--- config.mk ---
export PLATFORM = sky130hd
export DESIGN_NAME = sha256_message_hasher_flat
export DESIGN_NICKNAME = d
export VERILOG_FILES = /design/src/hdl/sha256_pkg.sv /design/src/hdl/sha256_req_if.sv /design/src/hdl/sha256_rsp_if.sv /design/src/hdl/sha256_message_hasher.sv /design/src/flat_wrapper.sv
export SDC_FILE = /design/constraint.sdc
export NUM_CORES = 2
export LEC_CHECK = 0
export BUFFER_PORTS_ARGS = -buffer_cell sky130_fd_sc_hd__buf_2
export CORE_MARGIN = 2
export CORE_UTILIZATION = 40
export DETAILED_ROUTE_END_ITERATION = 16
export GPL_ROUTABILITY_DRIVEN = 0
export PLACE_DENSITY = 0.62
export SLEW_MARGIN = 0
export SYNTH_ARGS = -nofsm -noshare
export SYNTH_HDL_FRONTEND = slang
export SYNTH_SLANG_ARGS = --single-unit
--- constraint.sdc ---
create_clock -name clock -period 43 [get_ports clock]
set_clock_uncertainty 0.05 [all_clocks]
set_input_delay 8.6 -clock clock [delete_from_list [all_inputs] [get_ports clock]]
set_output_delay 8.6 -clock clock [all_outputs]
set_load 0.02 [all_outputs]
--- src/hdl/sha256_pkg.sv ---
// ----------------------------------------------------------------------------
// SHA-256 package
// Shared types and constants of the SHA-256 message hasher.
// ----------------------------------------------------------------------------
package sha256_pkg;

   localparam int unsigned WORD_W   = 32;
   localparam int unsigned DIGEST_N = 8;
   localparam int unsigned WINDOW_N = 16;
   localparam int unsigned ROUND_N  = 64;

   typedef logic [WORD_W-1:0] word_type;

   // Sequencer states.
   typedef enum logic [2:0] {
      ST_LOAD,
      ST_PAD,
      ST_ROUND,
      ST_FINAL,
      ST_OUT
   } state_type;

   // Progress of the padding that follows the final message word.
   typedef enum logic [2:0] {
      PAD_NONE,
      PAD_MARK,
      PAD_ZERO,
      PAD_LEN,
      PAD_DONE
   } pad_type;

   localparam word_type PAD_MARK_WORD = 32'h8000_0000;

   localparam word_type SHA_IV [DIGEST_N] = '{
      32'h6a09e667, 32'hbb67ae85, 32'h3c6ef372, 32'ha54ff53a,
      32'h510e527f, 32'h9b05688c, 32'h1f83d9ab, 32'h5be0cd19
   };

   localparam word_type ROUND_K [ROUND_N] = '{
      32'h428a2f98, 32'h71374491, 32'hb5c0fbcf, 32'he9b5dba5,
      32'h3956c25b, 32'h59f111f1, 32'h923f82a4, 32'hab1c5ed5,
      32'hd807aa98, 32'h12835b01, 32'h243185be, 32'h550c7dc3,
      32'h72be5d74, 32'h80deb1fe, 32'h9bdc06a7, 32'hc19bf174,
      32'he49b69c1, 32'hefbe4786, 32'h0fc19dc6, 32'h240ca1cc,
      32'h2de92c6f, 32'h4a7484aa, 32'h5cb0a9dc, 32'h76f988da,
      32'h983e5152, 32'ha831c66d, 32'hb00327c8, 32'hbf597fc7,
      32'hc6e00bf3, 32'hd5a79147, 32'h06ca6351, 32'h14292967,
      32'h27b70a85, 32'h2e1b2138, 32'h4d2c6dfc, 32'h53380d13,
      32'h650a7354, 32'h766a0abb, 32'h81c2c92e, 32'h92722c85,
      32'ha2bfe8a1, 32'ha81a664b, 32'hc24b8b70, 32'hc76c51a3,
      32'hd192e819, 32'hd6990624, 32'hf40e3585, 32'h106aa070,
      32'h19a4c116, 32'h1e376c08, 32'h2748774c, 32'h34b0bcb5,
      32'h391c0cb3, 32'h4ed8aa4a, 32'h5b9cca4f, 32'h682e6ff3,
      32'h748f82ee, 32'h78a5636f, 32'h84c87814, 32'h8cc70208,
      32'h90befffa, 32'ha4506ceb, 32'hbef9a3f7, 32'hc67178f2
   };

endpackage

--- src/hdl/sha256_req_if.sv ---
// ----------------------------------------------------------------------------
// SHA-256 request channel
// Valid/ready channel that carries message words into the hasher.
// ----------------------------------------------------------------------------
interface sha256_req_if;
   logic        valid;
   logic        ready;
   logic [31:0] data_word;
   logic [2:0]  byte_count;
   logic        last_word;

   modport source (output valid, data_word, byte_count, last_word, input ready);
   modport sink   (input valid, data_word, byte_count, last_word, output ready);
endinterface

--- src/hdl/sha256_rsp_if.sv ---
// ----------------------------------------------------------------------------
// SHA-256 response channel
// Valid/ready channel that carries digest words out of the hasher.
// ----------------------------------------------------------------------------
interface sha256_rsp_if;
   logic        valid;
   logic        ready;
   logic [31:0] digest_word;
   logic [2:0]  word_index;
   logic        digest_last;

   modport source (output valid, digest_word, word_index, digest_last, input ready);
   modport sink   (input valid, digest_word, word_index, digest_last, output ready);
endinterface

--- src/hdl/sha256_message_hasher.sv ---
// ----------------------------------------------------------------------------
// SHA-256 message hasher
// Hashes a stream of big-endian 32-bit message words and returns the digest.
// ----------------------------------------------------------------------------
// A message arrives as 32-bit words, first byte in the top bits, one word per
// request transaction; only the word flagged last_word may carry fewer than
// four bytes, as given by byte_count (values above four count as four), and an
// empty message is a single last word with a byte count of zero. Words are
// taken at one per cycle until sixteen fill the schedule window; the block
// then drops ready and runs the 64 compression rounds on one shared round
// datapath, one round per cycle, followed by a step that folds the working
// variables into the chaining value. The single round unit thus bounds the
// throughput. After the last word the sequencer places the 0x80 marker right
// behind the valid bytes, inside the last word when it has fewer than four
// bytes, then inserts the zero fill and the 64-bit bit length itself, one word
// per cycle between compressions; a second block is compressed when the tail
// leaves no room for the length. The eight digest words then leave as
// eight response transactions, h0 first, with digest_last on the eighth; no
// request is taken until the eighth is accepted, after which the chaining
// value returns to the SHA-256 initial values for the next message.
// ----------------------------------------------------------------------------
module sha256_message_hasher
   import sha256_pkg::*;
(
   input  logic              clock,
   input  logic              reset,
   sha256_req_if.sink        req_chan,
   sha256_rsp_if.source      rsp_chan
);

   function automatic word_type rotr(input word_type v, input int unsigned s);
      return (v >> s) | (v << (WORD_W - s));
   endfunction

   function automatic word_type big_sigma0(input word_type v);
      return rotr(v, 2) ^ rotr(v, 13) ^ rotr(v, 22);
   endfunction

   function automatic word_type big_sigma1(input word_type v);
      return rotr(v, 6) ^ rotr(v, 11) ^ rotr(v, 25);
   endfunction

   function automatic word_type small_sigma0(input word_type v);
      return rotr(v, 7) ^ rotr(v, 18) ^ (v >> 3);
   endfunction

   function automatic word_type small_sigma1(input word_type v);
      return rotr(v, 17) ^ rotr(v, 19) ^ (v >> 10);
   endfunction

   // Sequencer and counters.
   state_type   state_ff, state_in;
   pad_type     phase_ff, phase_in;
   logic [3:0]  slot_ff, slot_in;
   logic [5:0]  round_ff, round_in;
   logic [2:0]  idx_ff, idx_in;
   logic [63:0] bits_ff, bits_in;

   // Chaining value, working variables a..h and the schedule window. The
   // window is a shift line: entry 0 holds the word of the current round.
   word_type    h_ff [DIGEST_N];
   word_type    h_in [DIGEST_N];
   word_type    v_ff [DIGEST_N];
   word_type    v_in [DIGEST_N];
   word_type    w_ff [WINDOW_N];
   word_type    w_in [WINDOW_N];

   logic        ins_en;
   word_type    ins_word;
   logic        pad_go;
   logic [2:0]  byte_sat;
   word_type    tail_word;

   word_type    t1;
   word_type    t2;
   word_type    sched_new;

   // Round datapath, shared by all 64 rounds.
   assign t1 = v_ff[7] + big_sigma1(v_ff[4])
             + ((v_ff[4] & v_ff[5]) ^ (~v_ff[4] & v_ff[6]))
             + ROUND_K[round_ff] + w_ff[0];
   assign t2 = big_sigma0(v_ff[0])
             + ((v_ff[0] & v_ff[1]) ^ (v_ff[0] & v_ff[2]) ^ (v_ff[1] & v_ff[2]));

   // Schedule word sixteen rounds ahead of the current one.
   assign sched_new = small_sigma1(w_ff[14]) + w_ff[9] + small_sigma0(w_ff[1]) + w_ff[0];

   // The final word keeps its valid bytes and takes the marker right behind them.
   assign byte_sat = (req_chan.byte_count > 3'd4) ? 3'd4 : req_chan.byte_count;

   always_comb begin
      case (byte_sat)
         3'd0:    tail_word = PAD_MARK_WORD;
         3'd1:    tail_word = {req_chan.data_word[31:24], 24'h80_0000};
         3'd2:    tail_word = {req_chan.data_word[31:16], 16'h8000};
         3'd3:    tail_word = {req_chan.data_word[31:8], 8'h80};
         default: tail_word = req_chan.data_word;
      endcase
   end

   assign req_chan.ready       = (state_ff == ST_LOAD);
   assign rsp_chan.valid       = (state_ff == ST_OUT);
   assign rsp_chan.digest_word = h_ff[idx_ff];
   assign rsp_chan.word_index  = idx_ff;
   assign rsp_chan.digest_last = (idx_ff == 3'd7);

   always_comb begin
      state_in = state_ff;
      phase_in = phase_ff;
      slot_in  = slot_ff;
      round_in = round_ff;
      idx_in   = idx_ff;
      bits_in  = bits_ff;
      h_in     = h_ff;
      v_in     = v_ff;
      w_in     = w_ff;
      ins_en   = 1'b0;
      ins_word = '0;
      pad_go   = 1'b0;

      case (state_ff)
         ST_LOAD: begin
            if (req_chan.valid) begin
               ins_en = 1'b1;
               if (!req_chan.last_word) begin
                  bits_in  = bits_ff + 64'd32;
                  ins_word = req_chan.data_word;
               end else begin
                  bits_in  = bits_ff + {58'd0, byte_sat, 3'b000};
                  ins_word = tail_word;
                  phase_in = (byte_sat == 3'd4) ? PAD_MARK : PAD_ZERO;
                  pad_go   = 1'b1;
               end
            end
         end
         ST_PAD: begin
            ins_en = 1'b1;
            case (phase_ff)
               PAD_MARK: begin
                  ins_word = PAD_MARK_WORD;
                  phase_in = PAD_ZERO;
               end
               PAD_ZERO: begin
                  // Zeros run up to the two slots that hold the length.
                  if (slot_ff == 4'd14) begin
                     ins_word = bits_ff[63:32];
                     phase_in = PAD_LEN;
                  end else begin
                     ins_word = '0;
                  end
               end
               PAD_LEN: begin
                  ins_word = bits_ff[31:0];
                  phase_in = PAD_DONE;
               end
               default: begin
                  ins_word = '0;
               end
            endcase
         end
         ST_ROUND: begin
            v_in[7] = v_ff[6];
            v_in[6] = v_ff[5];
            v_in[5] = v_ff[4];
            v_in[4] = v_ff[3] + t1;
            v_in[3] = v_ff[2];
            v_in[2] = v_ff[1];
            v_in[1] = v_ff[0];
            v_in[0] = t1 + t2;
            for (int i = 0; i < WINDOW_N - 1; i++) begin
               w_in[i] = w_ff[i + 1];
            end
            w_in[WINDOW_N - 1] = sched_new;
            round_in = round_ff + 6'd1;
            if (round_ff == 6'(ROUND_N - 1)) begin
               state_in = ST_FINAL;
            end
         end
         ST_FINAL: begin
            for (int i = 0; i < DIGEST_N; i++) begin
               h_in[i] = h_ff[i] + v_ff[i];
            end
            case (phase_ff)
               PAD_NONE: state_in = ST_LOAD;
               PAD_DONE: state_in = ST_OUT;
               default:  state_in = ST_PAD;
            endcase
         end
         ST_OUT: begin
            if (rsp_chan.ready) begin
               idx_in = idx_ff + 3'd1;
               if (idx_ff == 3'd7) begin
                  h_in     = SHA_IV;
                  bits_in  = '0;
                  phase_in = PAD_NONE;
                  state_in = ST_LOAD;
               end
            end
         end
         default: begin
            state_in = ST_LOAD;
         end
      endcase

      // A word entering the window; the sixteenth one starts the rounds.
      if (ins_en) begin
         for (int i = 0; i < WINDOW_N - 1; i++) begin
            w_in[i] = w_ff[i + 1];
         end
         w_in[WINDOW_N - 1] = ins_word;
         slot_in = slot_ff + 4'd1;
         if (slot_ff == 4'd15) begin
            state_in = ST_ROUND;
            round_in = '0;
            v_in     = h_ff;
         end else if (pad_go) begin
            state_in = ST_PAD;
         end
      end
   end

   always_ff @(posedge clock) begin
      if (reset) begin
         state_ff <= ST_LOAD;
         phase_ff <= PAD_NONE;
         slot_ff  <= '0;
         round_ff <= '0;
         idx_ff   <= '0;
         bits_ff  <= '0;
         h_ff     <= SHA_IV;
      end else begin
         state_ff <= state_in;
         phase_ff <= phase_in;
         slot_ff  <= slot_in;
         round_ff <= round_in;
         idx_ff   <= idx_in;
         bits_ff  <= bits_in;
         h_ff     <= h_in;
      end
   end

   always_ff @(posedge clock) begin
      v_ff <= v_in;
      w_ff <= w_in;
   end

endmodule

--- src/flat_wrapper.sv ---
// flat-port wrapper written by rule: the top's interface ports become plain ports
module sha256_message_hasher_flat import sha256_pkg::*;
  (clock, reset, req_chan_valid, req_chan_data_word, req_chan_byte_count, req_chan_last_word, req_chan_ready, rsp_chan_valid, rsp_chan_digest_word, rsp_chan_word_index, rsp_chan_digest_last, rsp_chan_ready);
  sha256_req_if req_chan_i ();
  sha256_rsp_if rsp_chan_i ();
  input  logic clock;
  input  logic reset;
  input wire logic [$bits(req_chan_i.valid)-1:0] req_chan_valid;
  input wire logic [$bits(req_chan_i.data_word)-1:0] req_chan_data_word;
  input wire logic [$bits(req_chan_i.byte_count)-1:0] req_chan_byte_count;
  input wire logic [$bits(req_chan_i.last_word)-1:0] req_chan_last_word;
  output wire logic [$bits(req_chan_i.ready)-1:0] req_chan_ready;
  output wire logic [$bits(rsp_chan_i.valid)-1:0] rsp_chan_valid;
  output wire logic [$bits(rsp_chan_i.digest_word)-1:0] rsp_chan_digest_word;
  output wire logic [$bits(rsp_chan_i.word_index)-1:0] rsp_chan_word_index;
  output wire logic [$bits(rsp_chan_i.digest_last)-1:0] rsp_chan_digest_last;
  input wire logic [$bits(rsp_chan_i.ready)-1:0] rsp_chan_ready;
  assign req_chan_i.valid = req_chan_valid;
  assign req_chan_i.data_word = req_chan_data_word;
  assign req_chan_i.byte_count = req_chan_byte_count;
  assign req_chan_i.last_word = req_chan_last_word;
  assign req_chan_ready = req_chan_i.ready;
  assign rsp_chan_valid = rsp_chan_i.valid;
  assign rsp_chan_digest_word = rsp_chan_i.digest_word;
  assign rsp_chan_word_index = rsp_chan_i.word_index;
  assign rsp_chan_digest_last = rsp_chan_i.digest_last;
  assign rsp_chan_i.ready = rsp_chan_ready;
  sha256_message_hasher u_core (.clock(clock), .reset(reset), .req_chan(req_chan_i), .rsp_chan(rsp_chan_i));
endmodule
# Word-level counts from Yosys, hierarchy flattened
# Memories as Yosys holds them, arrays and structs flattened.
# Cells that the tools add are included.
dict set report word_totals {
  regBits 1107
  mem_bits_ro 2048
  input_bits 40
  out_inout_bits 38
  word_cells 177
  memories 1
}
dict set report op_classes {
  addsub 23
  magnitude_cmp 3
  eq_ne 22
  muxes 49
  bitwise_logic 29
  reduce_logical 12
}
# name depth word_bits rd rd_clocked_by_memory_dff write_ports line_no
set memory_table {}
lappend memory_table {{(no name shown)} 64 32 1 0 0 sha256_message_hasher.sv:81} ;# + ROUND_K[round_ff] + w_ff[0];
# op count
set ops {}
lappend ops {{256-bit two-way mux} 5}
lappend ops {{512-bit two-way mux} 2}
lappend ops {{32-bit adder} 18}
lappend ops {{256-bit case mux with 2 select lines} 1}
lappend ops {{32-bit bitwise XOR} 9}
lappend ops {{64-bit two-way mux} 4}
lappend ops {{32-bit two-way mux} 7}
lappend ops {{32-bit AND} 5}
lappend ops {{32-bit case mux with 4 select lines} 1}
lappend ops {{64-bit case mux with 2 select lines} 1}
lappend ops {{32-bit binary-select mux with 3-bit select} 1}
lappend ops {{32-bit case mux with 3 select lines} 1}
lappend ops {{64-bit by 6-bit adder with 64-bit output} 1}
lappend ops {{64-bit by 6-bit adder with 64-bit output, second input constant} 1}
lappend ops {{32-bit case mux with 2 select lines} 1}
lappend ops {{3-bit two-way mux} 12}
lappend ops {{32-bit NOT} 1}
lappend ops {{10-bit by 32-bit OR with 32-bit output} 1}
lappend ops {{13-bit by 32-bit OR with 32-bit output} 1}
lappend ops {{14-bit by 32-bit OR with 32-bit output} 1}
lappend ops {{15-bit by 32-bit OR with 32-bit output} 1}
lappend ops {{19-bit by 32-bit OR with 32-bit output} 1}
lappend ops {{21-bit by 32-bit OR with 32-bit output} 1}
lappend ops {{25-bit by 32-bit OR with 32-bit output} 1}
lappend ops {{other kinds (37)} 60}

# Depth between registers and ports, before layout
dict set report depth {
  ltp_word 11
  depth_mapped 39
  mapped_depth_nobuf 37
}

# Worst setup path before layout
# No wires, ideal clock.
dict set report synth_path {
  kind {input -> register}
  startpoint {input req_chan_valid}
  endpoint {register u_core.w_ff[0] (netlist bit), enable pin}
  setup_time_ns 3.655
  arrival_ns 17.735
  required_time_ns 39.295
  slack_ns 21.560
  path_stages 5
  cell_sequence {and2b_2 nand2_2 and2_1 buf_1 nand2_1}
}
dict set report synth_between {
  elab_chain_len 3
}
# element line_no
set synth_lines {}
lappend synth_lines {{start, declared} flat_wrapper.sv:8} ;# input wire logic [$bits(req_chan_i.valid)-1:0] req_chan_valid;
lappend synth_lines {{1-bit two-way mux} sha256_message_hasher.sv:123} ;# if (req_chan.valid) begin
lappend synth_lines {{1-bit case mux with 2 select lines} sha256_message_hasher.sv:121} ;# case (state_ff)
lappend synth_lines {{2-bit nonzero test (no source line)} n/a}
lappend synth_lines {{end signal, assigned} sha256_message_hasher.sv:244} ;# w_ff <= w_in;
lappend synth_lines {{end, declared} sha256_message_hasher.sv:65} ;# word_type w_ff [WINDOW_N];
# No other way between the ends.
# A chain may end at the register's enable or synchronous reset.

# Final worst setup path
dict set report layout_path {
  startpoint {register u_core.idx_ff[0] (netlist: u_core.rsp_chan.word_index[0])}
  endpoint {output rsp_chan_digest_word[18]}
}
dict set report layout_between {
  elab_chain_len 4
}
# element line_no
set layout_lines {}
lappend layout_lines {{start, declared} sha256_message_hasher.sv:56} ;# logic [2:0] idx_ff, idx_in;
lappend layout_lines {{start signal, assigned} sha256_message_hasher.sv:236} ;# idx_ff <= idx_in;
lappend layout_lines {{3-bit NOT with 4-bit output (not written as such)} sha256_message_hasher.sv:103} ;# assign rsp_chan.digest_word = h_ff[idx_ff];
lappend layout_lines {{32-bit binary-select mux with 3-bit select} sha256_message_hasher.sv:103}
lappend layout_lines {{32-bit two-way mux (not written as such) (2 in series)} sha256_message_hasher.sv:103}
lappend layout_lines {{end, declared} flat_wrapper.sv:14} ;# output wire logic [$bits(rsp_chan_i.digest_word)-1:0] rsp_chan_digest_word;
# No other way between the ends. The select of a mux whose other input is x is not followed.

==> reports/qor.txt <==
Clock root cell - clkbuf_16
Synthesized area per cell - 9.85 µm²
RR Endpoint - u_core.v_ff[252]
Clock Sinks - 1104
Initial antenna violation count - 8
CP endpoint kind - output port
Crit path time final - 12300 ps
Max-Cap Viols - 0
Most used DFF post-synth - dfxtp_1
Outcome - complete, no violations
Core area - 168000 µm²
Unique masters post-synth - 103
HP Class - flip-flop to flip-flop
Worst path required time - 34350 ps
Share of the synthesized area in the top cell type - 22.7%
Reg2Reg Depth - 34
Worst-path clk slew - 70 ps
Io pins - 78
Post-CTS setup buffer count - 0
Setup violators final - 0
Die Y-Extent - 415 µm
Total GRT Usage - 24.1%
Seq cells post-synth - 1104
Die W - 415 µm
Nets - 7418
Register area share after synthesis - 40.2%
Leakage power - 28.4 nW
Yosys top cell by area - edfxtp_1
CP startpoint kind - flip-flop
Vias/cell - 5.87
CTS buffer count - 120
Number of DRC markers in iteration 0 - 5877
Final setup TNS - 0 ps
Row cnt - 150
Worst-Margin Slew - 1120 ps
Number of port buffers - 77
Fmax - 81.3 MHz
Initial Util - 40.4%
CP Class - flip-flop to output port
DRC Markers - 0
Final hold vios - 0
Biggest fanout along the worst timing path - 36
Synth Warn # - 0
Hold EP - u_core.w_ff[377]
Clk Latency, worst-skew pair - 780 ps
Hold_buf cts - 0
Reg2reg setup slack - 31740 ps
Diode count - 0
Period utilization - 28.6%
Reg-to-reg startpoint - u_core.round_ff[0]
Global-route wire length before repair - 319000 µm
Mapped Cells - 6869
Antenna viol nets, final - 0
Peak supply drop - 0.0642 mV
Max Buffers Root-to-Sink - 3
Non-Filler Instances - 9088
Post-DP HPWL - 157000 µm
Max-slew violation count - 0
Worst Min Path Start - u_core.w_ff[345]
Worst path arrival time - 3650 ps
Layout cells sized above 1 - 7.51%
Power density over the cells - 51.5 nW/µm²
Dpl cells - 8865
Synth-to-Final Area Change - 9.87%
Pre-antenna DRT Iters - 8
Die ar. - 172000 µm²
Mapped cell area - 67700 µm²
Largest net degree at the start of global routing - 213
Total gr overflow - 0
Async S/R FF share, synth - 0%
Final WL - 214000 µm
Synth top area cells - edfxtp_1 23%, dfxtp_1 18%, ha_1 7.4%
Worst Hold Depth - 0
Post-DR wirelength/cell - 23.6 µm
Syn nets - 7504
Unrepaired setup endpoints after global routing - no
CTS tree - yes
Vias in the first global route - 50100
Post-CTS sizing - 0
H-tree depth - 3
Relative slew slack - 23.3%
Vias - 53400
Post-synth EDFFs - 512
==> worst max-delay path, stage by stage (launching register included) <==
cell	delay (ps)
dfxtp_4	840
buf_4	750
mux4_2	670
mux2_2	340
buf_2	170
==> area by class of cell <==
type	count	area (µm²)
fill	15800	93300
clock inverter	70	923
clock buffer	153	3270
multi-input combinational	5103	38000
tap	2204	2760
inverter	307	1150
timing repair buffer	147	1010
sequential	1104	27200
==> cell usage in the layout (no fill, tap or decap), types with 98 or more instances in the layout <==
cell	count
nor2_1	732
fa_1	196
nand3_1	133
inv_1	303
a21o_1	172
a21oi_1	683
o21ai_0	303
mux2i_1	205
edfxtp_1	512
nand2b_1	145
xnor2_1	426
dfxtp_1	586
a22oi_1	98
xor2_1	188
clkbuf_16	120
ha_1	399
nand2_1	363
==> cell usage after synthesis, drive strengths merged, types with 16 or more instances <==
master  instances
o22ai          97
dfxtp         592
a21o          172
o31ai          17
nor3           99
o21ai         323
o21a           61
nor2          738
xor2          188
buf            49
a21oi         684
o221ai         19
nand4          20
a31oi          54
inv           306
mux2i         205
or3            39
a22oi          98
clkbuf        306
nand2b        146
ha            399
nand3         133
xnor2         427
nand2         366
a211oi         34
a311oi         16
and3           53
o211ai         36
edfxtp        512
fa            196
nor2b          47
maj3           26
mux4           71
mux2           42
o21bai         54
a21boi         18
==> per-stage QoR <==
| step | power [mW] | util [%] | worst slack (ps) | hold WS (ps) | area (µm²) |
|---|---|---|---|---|---|
| 3_3_place_gp | 2.70 | 41.8 | 31060 | 350 | 70100 |
| 2_1_floorplan | 2.36 | - | 21560 | 350 | 67700 |
| 5_1_grt | 4.04 | 44.4 | 30550 | 353 | 74300 |
| 3_5_place_dp | 2.72 | 41.9 | 30990 | 355 | 70200 |
| 4_1_cts | 3.83 | 44.4 | 30600 | 339 | 74300 |
| 6_report | 3.83 | 44.4 | 30700 | 344 | 74300 |
==> per-layer routing <==
layer | wire, µm | vias up | track usage, %
met5 | 61 | - | 0
met4 | 10500 | 8 | 10.6
met3 | 17400 | 478 | 3.89
met2 | 97100 | 2403 | 38.2
met1 | 89200 | 26000 | 32.5
li1 | - | 24500 | -
==> report_power, final <==
group | internal, mW | switching [mW]
registers | 1.23 | 0.0638
logic | 0.592 | 0.846
clock network | 0.647 | 0.457
==> logic make-up after synthesis <==
| kind of cell | count (synthesis) | share of synthesized area [%] |
|---|---|---|
| compound gates | 1825 | 16.8 |
| simple gates | 1724 | 11.6 |
| flops | 1104 | 40.2 |
| buf+inv | 662 | 3.73 |
| fa+ha+maj | 621 | 13.6 |
| xor+xnor | 615 | 7.96 |
| mux | 318 | 6.10 |
==> registers in the layout, summed over array words and instances (netlist names) <==
name and flops:
u_core.bits_ff 61, u_core.h_ff 256, u_core.phase_ff 3, u_core.round_ff 6
u_core.rsp_chan.word_index 3, u_core.slot_ff 4, u_core.state_ff 3, u_core.v_ff 256
u_core.w_ff 512
==> worst max-delay path by stage <==
stage | from | endpoint | depth (start not counted)
after floorplan | req_chan_valid | u_core.w_ff[0] | 5
after detailed placement | req_chan_valid | u_core.w_ff[485] | 8
after global routing | u_core.rsp_chan.word_index[0] | rsp_chan_digest_word[17] | 4
after global placement | req_chan_valid | u_core.v_ff[123] | 10
final | u_core.rsp_chan.word_index[0] | rsp_chan_digest_word[18] | 4
after CTS | u_core.rsp_chan.word_index[0] | rsp_chan_digest_word[17] | 4
(Power assumes the default switching activity.)
